$ cat src/mue_pkg.sv
// ----------------------------------------------------------------------------
// mue_pkg
// Shared types, character constants and the high-half code point table for
// the MacRoman to UTF-8 escaper.
// ----------------------------------------------------------------------------
package mue_pkg;

   localparam int RUN_MAX = 4;

   typedef logic [7:0] byte_type;

   typedef struct packed {
      logic [RUN_MAX-1:0][7:0] bytes;
      logic [1:0]              last_idx;
   } run_type;

   localparam byte_type CHAR_BACKSLASH = 8'h5C;
   localparam byte_type CHAR_DQUOTE    = 8'h22;
   localparam byte_type CHAR_DEL       = 8'h7F;
   localparam byte_type CHAR_SPACE     = 8'h20;
   localparam byte_type CHAR_NUL       = 8'h00;
   localparam byte_type CHAR_BEL       = 8'h07;
   localparam byte_type CHAR_BS        = 8'h08;
   localparam byte_type CHAR_TAB       = 8'h09;
   localparam byte_type CHAR_LF        = 8'h0A;
   localparam byte_type CHAR_VT        = 8'h0B;
   localparam byte_type CHAR_FF        = 8'h0C;
   localparam byte_type CHAR_CR        = 8'h0D;
   localparam byte_type LETTER_ZERO    = 8'h30;
   localparam byte_type LETTER_A       = 8'h61;
   localparam byte_type LETTER_B       = 8'h62;
   localparam byte_type LETTER_F       = 8'h66;
   localparam byte_type LETTER_N       = 8'h6E;
   localparam byte_type LETTER_R       = 8'h72;
   localparam byte_type LETTER_T       = 8'h74;
   localparam byte_type LETTER_V       = 8'h76;
   localparam byte_type LETTER_X       = 8'h78;

   localparam logic [1:0] LAST_ONE   = 2'd0;
   localparam logic [1:0] LAST_TWO   = 2'd1;
   localparam logic [1:0] LAST_THREE = 2'd2;
   localparam logic [1:0] LAST_FOUR  = 2'd3;

   localparam logic [15:0] CP_TABLE [0:127] = '{
      16'h00C4, 16'h00C5, 16'h00C7, 16'h00C9, 16'h00D1, 16'h00D6, 16'h00DC, 16'h00E1,
      16'h00E0, 16'h00E2, 16'h00E4, 16'h00E3, 16'h00E5, 16'h00E7, 16'h00E9, 16'h00E8,
      16'h00EA, 16'h00EB, 16'h00ED, 16'h00EC, 16'h00EE, 16'h00EF, 16'h00F1, 16'h00F3,
      16'h00F2, 16'h00F4, 16'h00F6, 16'h00F5, 16'h00FA, 16'h00F9, 16'h00FB, 16'h00FC,
      16'h2020, 16'h00B0, 16'h00A2, 16'h00A3, 16'h00A7, 16'h2022, 16'h00B6, 16'h00DF,
      16'h00AE, 16'h00A9, 16'h2122, 16'h00B4, 16'h00A8, 16'h2260, 16'h00C6, 16'h00D8,
      16'h221E, 16'h00B1, 16'h2264, 16'h2265, 16'h00A5, 16'h00B5, 16'h2202, 16'h2211,
      16'h220F, 16'h03C0, 16'h222B, 16'h00AA, 16'h00BA, 16'h03A9, 16'h00E6, 16'h00F8,
      16'h00BF, 16'h00A1, 16'h00AC, 16'h221A, 16'h0192, 16'h2248, 16'h2206, 16'h00AB,
      16'h00BB, 16'h2026, 16'h00A0, 16'h00C0, 16'h00C3, 16'h00D5, 16'h0152, 16'h0153,
      16'h2013, 16'h2014, 16'h201C, 16'h201D, 16'h2018, 16'h2019, 16'h00F7, 16'h25CA,
      16'h00FF, 16'h0178, 16'h2044, 16'h20AC, 16'h2039, 16'h203A, 16'hFB01, 16'hFB02,
      16'h2021, 16'h00B7, 16'h201A, 16'h201E, 16'h2030, 16'h00C2, 16'h00CA, 16'h00C1,
      16'h00CB, 16'h00C8, 16'h00CD, 16'h00CE, 16'h00CF, 16'h00CC, 16'h00D3, 16'h00D4,
      16'hF8FF, 16'h00D2, 16'h00DA, 16'h00DB, 16'h00D9, 16'h0131, 16'h02C6, 16'h02DC,
      16'h00AF, 16'h02D8, 16'h02D9, 16'h02DA, 16'h00B8, 16'h02DD, 16'h02DB, 16'h02C7
   };

   function automatic byte_type hex_digit(input logic [3:0] nib);
      byte_type d;
      if (nib < 4'd10) begin
         d = {4'h3, nib};
      end else begin
         d = 8'h57 + {4'h0, nib};
      end
      return d;
   endfunction

endpackage

$ cat src/mue_front.sv
// ----------------------------------------------------------------------------
// mue_front
// Holds the escape control register and turns one input byte into a run of
// up to four output bytes with the index of its last byte.
// ----------------------------------------------------------------------------
module mue_front
   import mue_pkg::*;
(
   input  logic     clock,
   input  logic     reset,
   input  logic     csr_we,
   input  logic     csr_escape_enable,
   input  byte_type in_byte,
   output run_type  run
);

   logic        escape_ff;
   logic        escape_in;
   logic [15:0] cp;
   byte_type    letter;

   assign escape_in = csr_we ? csr_escape_enable : escape_ff;

   always_ff @(posedge clock) begin
      if (reset) begin
         escape_ff <= 1'b1;
      end else begin
         escape_ff <= escape_in;
      end
   end

   assign cp = CP_TABLE[in_byte[6:0]];

   always_comb begin
      unique case (in_byte)
         CHAR_BACKSLASH: letter = CHAR_BACKSLASH;
         CHAR_DQUOTE:    letter = CHAR_DQUOTE;
         CHAR_LF:        letter = LETTER_N;
         CHAR_CR:        letter = LETTER_R;
         CHAR_TAB:       letter = LETTER_T;
         CHAR_NUL:       letter = LETTER_ZERO;
         CHAR_BEL:       letter = LETTER_A;
         CHAR_BS:        letter = LETTER_B;
         CHAR_FF:        letter = LETTER_F;
         CHAR_VT:        letter = LETTER_V;
         default:        letter = CHAR_NUL;
      endcase
   end

   always_comb begin
      run.bytes    = '0;
      run.last_idx = LAST_ONE;
      if (in_byte[7]) begin
         if (cp[15:11] == 5'd0) begin
            run.bytes[0] = {3'b110, cp[10:6]};
            run.bytes[1] = {2'b10, cp[5:0]};
            run.last_idx = LAST_TWO;
         end else begin
            run.bytes[0] = {4'b1110, cp[15:12]};
            run.bytes[1] = {2'b10, cp[11:6]};
            run.bytes[2] = {2'b10, cp[5:0]};
            run.last_idx = LAST_THREE;
         end
      end else if (escape_ff && (letter != CHAR_NUL)) begin
         run.bytes[0] = CHAR_BACKSLASH;
         run.bytes[1] = letter;
         run.last_idx = LAST_TWO;
      end else if (escape_ff && ((in_byte < CHAR_SPACE) || (in_byte == CHAR_DEL))) begin
         run.bytes[0] = CHAR_BACKSLASH;
         run.bytes[1] = LETTER_X;
         run.bytes[2] = hex_digit(in_byte[7:4]);
         run.bytes[3] = hex_digit(in_byte[3:0]);
         run.last_idx = LAST_FOUR;
      end else begin
         run.bytes[0] = in_byte;
      end
   end

endmodule

$ cat src/mue_queue.sv
// ----------------------------------------------------------------------------
// mue_queue
// Short queue of classified runs between the front and the back.
// ----------------------------------------------------------------------------
module mue_queue
   import mue_pkg::*;
#(
   parameter int DEPTH = 4
) (
   input  logic    clock,
   input  logic    reset,
   input  logic    push,
   input  run_type push_run,
   output logic    full,
   input  logic    pop,
   output run_type pop_run,
   output logic    not_empty
);

   localparam int PTR_W = (DEPTH > 1) ? $clog2(DEPTH) : 1;
   localparam int CNT_W = $clog2(DEPTH + 1);
   localparam logic [PTR_W-1:0] PTR_LAST = PTR_W'(DEPTH - 1);
   localparam logic [CNT_W-1:0] CNT_FULL = CNT_W'(DEPTH);

   run_type          store_ff [DEPTH];
   logic [PTR_W-1:0] wr_ptr_ff, wr_ptr_in;
   logic [PTR_W-1:0] rd_ptr_ff, rd_ptr_in;
   logic [CNT_W-1:0] count_ff, count_in;
   logic             do_push;
   logic             do_pop;

   assign full      = (count_ff == CNT_FULL);
   assign not_empty = (count_ff != '0);
   assign do_push   = push && !full;
   assign do_pop    = pop && not_empty;
   assign pop_run   = store_ff[rd_ptr_ff];

   always_comb begin
      wr_ptr_in = wr_ptr_ff;
      rd_ptr_in = rd_ptr_ff;
      count_in  = count_ff;
      if (do_push) begin
         wr_ptr_in = (wr_ptr_ff == PTR_LAST) ? '0 : wr_ptr_ff + 1'b1;
      end
      if (do_pop) begin
         rd_ptr_in = (rd_ptr_ff == PTR_LAST) ? '0 : rd_ptr_ff + 1'b1;
      end
      if (do_push && !do_pop) begin
         count_in = count_ff + 1'b1;
      end else if (do_pop && !do_push) begin
         count_in = count_ff - 1'b1;
      end
   end

   always_ff @(posedge clock) begin
      if (reset) begin
         wr_ptr_ff <= '0;
         rd_ptr_ff <= '0;
         count_ff  <= '0;
      end else begin
         wr_ptr_ff <= wr_ptr_in;
         rd_ptr_ff <= rd_ptr_in;
         count_ff  <= count_in;
      end
   end

   always_ff @(posedge clock) begin
      if (do_push) begin
         store_ff[wr_ptr_ff] <= push_run;
      end
   end

   assert property (@(posedge clock) disable iff (reset) count_ff <= CNT_FULL)
      else $error("queue count beyond depth");

   assert property (@(posedge clock) disable iff (reset) pop |-> not_empty)
      else $error("pop from empty queue");

   assert property (@(posedge clock) disable iff (reset)
      (do_push && !do_pop) |=> (count_ff == $past(count_ff) + 1'b1))
      else $error("queue count did not advance on push");

endmodule

$ cat src/mue_back.sv
// ----------------------------------------------------------------------------
// mue_back
// Takes runs from the queue and hands out their bytes one word at a time,
// flagging the last byte of each run.
// ----------------------------------------------------------------------------
module mue_back
   import mue_pkg::*;
(
   input  logic     clock,
   input  logic     reset,
   input  logic     q_not_empty,
   input  run_type  q_run,
   output logic     q_pop,
   output logic     empty,
   input  logic     pop,
   output byte_type out_byte,
   output logic     last_of_run
);

   logic       valid_ff, valid_in;
   run_type    run_ff, run_in;
   logic [1:0] idx_ff, idx_in;
   logic       take;
   logic       at_last;

   assign empty       = !valid_ff;
   assign at_last     = (idx_ff == run_ff.last_idx);
   assign take        = pop && valid_ff;
   assign out_byte    = run_ff.bytes[idx_ff];
   assign last_of_run = at_last;
   assign q_pop       = q_not_empty && (!valid_ff || (take && at_last));

   always_comb begin
      valid_in = valid_ff;
      run_in   = run_ff;
      idx_in   = idx_ff;
      if (q_pop) begin
         valid_in = 1'b1;
         run_in   = q_run;
         idx_in   = '0;
      end else if (take) begin
         if (at_last) begin
            valid_in = 1'b0;
         end else begin
            idx_in = idx_ff + 1'b1;
         end
      end
   end

   always_ff @(posedge clock) begin
      if (reset) begin
         valid_ff <= 1'b0;
         idx_ff   <= '0;
      end else begin
         valid_ff <= valid_in;
         idx_ff   <= idx_in;
      end
   end

   always_ff @(posedge clock) begin
      run_ff <= run_in;
   end

   assert property (@(posedge clock) disable iff (reset)
      valid_ff |-> (idx_ff <= run_ff.last_idx))
      else $error("byte index past end of run");

   assert property (@(posedge clock) disable iff (reset)
      (valid_ff && !pop) |=> (valid_ff && $stable(idx_ff) && $stable(run_ff)))
      else $error("stalled run changed");

endmodule

$ cat src/macroman_utf8_escaper_core.sv
// ----------------------------------------------------------------------------
// macroman_utf8_escaper_core
// Converts a MacRoman byte stream to UTF-8 with optional backslash escaping.
// One input byte is accepted per cycle while the run queue has room; each
// byte becomes a run of one to four output bytes, and the output side hands
// out one byte per cycle while the consumer pops, so the sustained input
// rate is one byte per cycle for one-byte runs and falls with longer runs,
// set by the single output byte port. The first output byte of a run passes
// through the run queue and the output register.
// ----------------------------------------------------------------------------
module macroman_utf8_escaper_core
   import mue_pkg::*;
#(
   parameter int QUEUE_DEPTH = 4
) (
   input  logic       clock,
   input  logic       reset,
   input  logic       req_push,
   output logic       req_full,
   input  logic [7:0] req_in_byte,
   output logic       rsp_empty,
   input  logic       rsp_pop,
   output logic [7:0] rsp_out_byte,
   output logic       rsp_last_of_run,
   input  logic       csr_we,
   input  logic       csr_escape_enable
);

   run_type front_run;
   run_type q_run;
   logic    q_not_empty;
   logic    q_pop;

   mue_front u_front (
      .clock             (clock),
      .reset             (reset),
      .csr_we            (csr_we),
      .csr_escape_enable (csr_escape_enable),
      .in_byte           (req_in_byte),
      .run               (front_run)
   );

   mue_queue #(
      .DEPTH (QUEUE_DEPTH)
   ) u_queue (
      .clock     (clock),
      .reset     (reset),
      .push      (req_push),
      .push_run  (front_run),
      .full      (req_full),
      .pop       (q_pop),
      .pop_run   (q_run),
      .not_empty (q_not_empty)
   );

   mue_back u_back (
      .clock       (clock),
      .reset       (reset),
      .q_not_empty (q_not_empty),
      .q_run       (q_run),
      .q_pop       (q_pop),
      .empty       (rsp_empty),
      .pop         (rsp_pop),
      .out_byte    (rsp_out_byte),
      .last_of_run (rsp_last_of_run)
   );

endmodule

$ cat config.mk
export PLATFORM = sky130hd
export DESIGN_NAME = macroman_utf8_escaper_core
export DESIGN_NICKNAME = d
export VERILOG_FILES = /design/src/mue_pkg.sv /design/src/mue_front.sv /design/src/mue_queue.sv /design/src/mue_back.sv /design/src/macroman_utf8_escaper_core.sv
export SDC_FILE = /design/constraint.sdc
export NUM_CORES = 1
export LEC_CHECK = 0
export BUFFER_PORTS_ARGS = -buffer_cell sky130_fd_sc_hd__buf_2
export CAP_MARGIN = 30
export CORE_MARGIN = 2
export CORE_UTILIZATION = 25
export DETAILED_ROUTE_END_ITERATION = 7
export PLACE_DENSITY_LB_ADDON = 0.08
export SYNTH_ARGS = -nofsm -noshare
export SYNTH_HDL_FRONTEND = slang
export SYNTH_HIERARCHICAL = 1
export SYNTH_SLANG_ARGS = --single-unit
$ cat constraint.sdc
create_clock -name clock -period 6.25 [get_ports clock]
set_input_delay 1.5625 -clock clock [delete_from_list [all_inputs] [get_ports clock]]
set_output_delay 1.5625 -clock clock [all_outputs]
set_load 0.05 [all_outputs]
==> metrics.yaml <==
sta:
  hold_slack_ps: 496
  max_freq_ghz: 0.217
  period_needed_ps: 4610
  rsz0062_at_grt: "false"
  fin_skew_ps: 8.27
  drv_slew: 0
  relSlewSlack_pct: 38.9
  layout_worst_path_cycle_share_pct: 73.8
  finalSetupViolations: 0
  hold_viol: 0
  tns_ps: 0
  tightestPinTransition_ps: 917
drt:
  drt_pass1_iterations: 5
  wl_microns: 27300
  vias_per_cell: 4.94
  drtIter0Drc: 464
  num_vias: 6048
  ant_nets: 0
  drcViolationCount: 0
  wire_per_inst_microns: 22.2
yosys:
  netlist_instances: 702
  synth_cell_types: 86
  synth_enable_flop_cells: 170
  syn_area_sq_mm: 0.00951
  yosys_warnings: 6
  ys_ff_latch: 183
  synth.avg_cell_area_sq_um: 13.6
  synth_area_leader_cell: "edfxtp_1"
  seq_area_frac_synth_pct: 56.4
  synth-main-ff-cell: "edfxtp_1"
  synthTopCellsByArea: "edfxtp_1 54%, mux4_2 11%, ha_1 3.2%"
  synth_top_area_share_pct: 53.7
  ys_async_sr_fraction_pct: 0
clock_network:
  htree_levels: 4
  numCtsBuffers: 17
  clock_sinks: 183
  clkTransAtPathRegs_ps: 60
  cts_hold_buffers: 0
  clk_latency_ps: 420
  postCtsSetupRepairBufs: 0
  cts_resized: 0
  tritoncts: "built"
  ctsRootBufferMaster: "clkbuf_16"
  clockBufferDepth: 2
final_layout:
  fill_cells: 3834
  drive_above_1_share_pct: 20.4
  final_cells: 1225
  nets: 742
  area_growth_pct: 12.3
  antenna_cells: 0
global_routing:
  grt_max_degree: 44
  antenna_found_initial: 0
  grt_pass1_vias: 6415
  grt_pass1_wl_microns: 41200
  track_usage_pct: 14.3
  grt.overflow.total: 0
worst_hold_path:
  hold_path_depth: 2
  hold_class: "flip-flop to flip-flop"
die:
  die_h_microns: 199
  design.portCount: 25
  core_area_sq_mm: 0.0376
  start_util_pct: 25.3
  die_w_microns: 199
  dieArea_sq_mm: 0.0396
  num_rows: 71
worst_setup_path:
  cp-end-kind: "flip-flop"
  critPathKind: "input pin to flip-flop"
  start_kind: "input pin"
  ff2ff_setup_slack_ps: 2920
  crit_slowest_cell: "a221oi_1"
  crit_chain: "buf_2 -> buf_4 -> and3_1 -> a31oi_1 -> or2_1 -> nor2_1 -> nand3_1 -> a221oi_1"
  crit_required_ps: 6340
  critical_path_arrival_ps: 4710
  reg2reg_depth: 10
  critical_path.max_stage_delay_ps: 940
  worstPathMaxFanout: 33
placed_design:
  place_hpwl_microns: 18200
  io_buffers: 24
  dpl.cell_count: 1194
  gp_congestion: 0.907
outcome:
  status: "complete, no violations"
power_and_ir_drop:
  power_density_mw_per_mm2: 363
  p_leak_nw: 3.52
  ir_worst_vdd_mv: 0.166
flow_run:
  cap_violations: 0
[stage by stage]
step                      total power [mW]  setup WS [ps]  util, %  cell area (sq um)
after floorplan                       2.58            258        -               9520
after global placement                2.89           1110     26.9              10100
after detailed placement              2.91           1240     26.9              10100
after CTS                             3.95           1670     28.4              10700
after global routing                  4.08           1350     28.4              10700
final                                 3.88           1640     28.4              10700
[logic make-up (layout without fill, tap and decap cells)]
kind of cell	count (synthesis)	count (layout)	share of synthesized area, %
adder cells (fa/ha/maj)	25	25	3.37
buffers and inverters	86	97	4.77
flip-flops	183	183	56.4
multiplexers	59	59	12.6
AND/OR/NAND/NOR	175	175	9.89
AO/OA/AOI/OAI	165	165	12.1
other	1	2	0.0394
XOR/XNOR	8	8	0.816
[routing by layer]
layer	global-route usage [%]	wire (microns)
met1	18.9	12400
met2	23.6	13200
met3	2.36	939
met4	5.03	670
met5	0	0
[synthesized netlist by cell type (3+ instances only)]
library cell  instances
mux2i_1               7
a32o_1                4
or3_1                 4
nor3_1                8
and3_1                9
a32oi_1               3
o22ai_1               4
a221oi_1              5
o32ai_1               3
o311ai_1              3
nor2_1               37
a21o_1                6
ha_1                 24
nand2_1              38
nand3_1              15
or2_1                 3
dfxtp_1              13
buf_4                10
xnor2_1               3
inv_1                22
a22oi_1               4
o21ai_1              10
clkbuf_1             17
o21ai_0              31
mux4_2               48
nand2b_1             13
buf_2                24
o2111ai_1             3
edfxtp_1            170
nand3b_1              3
and2_1                6
buf_6                 6
a21oi_1              32
o221ai_1              7
nor2b_1              13
xor2_1                4
o211ai_1              7
o31ai_1               3
nand4_1               4
a211oi_1              7
a31oi_1              11
buf_1                 3
[registers in the layout, indices dropped and copies added (netlist names), named ones only]
signal	count
u_queue/store_ff	136
u_back/run_ff	34
u_queue/count_ff	3
u_back/idx_ff	2
u_queue/rd_ptr_ff	2
u_queue/wr_ptr_ff	2
u_back/valid_ff	1
u_front/escape_ff	1
[where the power goes]
group / total [mW] / internal, mW / switching [mW] / leakage [nW]
Sequential: 1.76 / 1.67 / 0.0963 / 1.70
Combinational: 1.10 / 0.392 / 0.704 / 1.56
Clock: 1.02 / 0.584 / 0.438 / 0.265
Total: 3.88 / 2.64 / 1.24 / 3.52
[final timing paths]
path                                            from                       to
worst max-delay path                  req_in_byte[3]  u_queue/store_ff[0][27]
worst min-delay path            u_queue/rd_ptr_ff[0]                flip-flop
worst max register to register      u_back/idx_ff[1]      u_queue/count_ff[2]
worst min register to register  u_queue/rd_ptr_ff[0]                flip-flop
[cell usage in the layout, fill, tap and decap left out, types with 4 or more instances in the layout]
master and count:
a22oi_1 4, o21ai_0 31, nand2b_1 13, buf_4 14, a32o_1 4, mux2i_1 7, and3_1 5, a31oi_1 11
nand2_1 38, o211ai_1 7, clkbuf_16 17, ha_1 24, a21o_1 6, o21ai_1 10, nor2b_1 13, mux4_2 48
o22ai_1 4, nor3_1 8, clkinv_4 4, dfxtp_1 11, nor2_1 37, buf_2 24, a21oi_1 32, nand3_1 15
a221oi_1 5, nand4_1 4, a211oi_1 7, or3_1 4, and3_2 4, o221ai_1 7, xor2_1 4, and2_1 6
inv_1 22, edfxtp_1 170
[critical path, delay by kind of cell]
kind                   cells  cell delay, ps
AND/OR/NAND/NOR            4            1120
AO/OA/AOI/OAI              2            1060
buffers and inverters      2             950
[area by class of cell]
| cell class | instances | area (sq um) | area share [%] |
|---|---|---|---|
| clock buffer | 18 | 429 | 4.02 |
| clock inverter | 12 | 130 | 1.22 |
| inverter | 26 | 116 | 1.09 |
| multi-input combinational | 434 | 3720 | 34.8 |
| sequential | 183 | 5370 | 50.2 |
| tap | 511 | 639 | 5.98 |
| timing repair buffer | 41 | 280 | 2.62 |
Note: power is estimated with default switching activity, not from simulation.
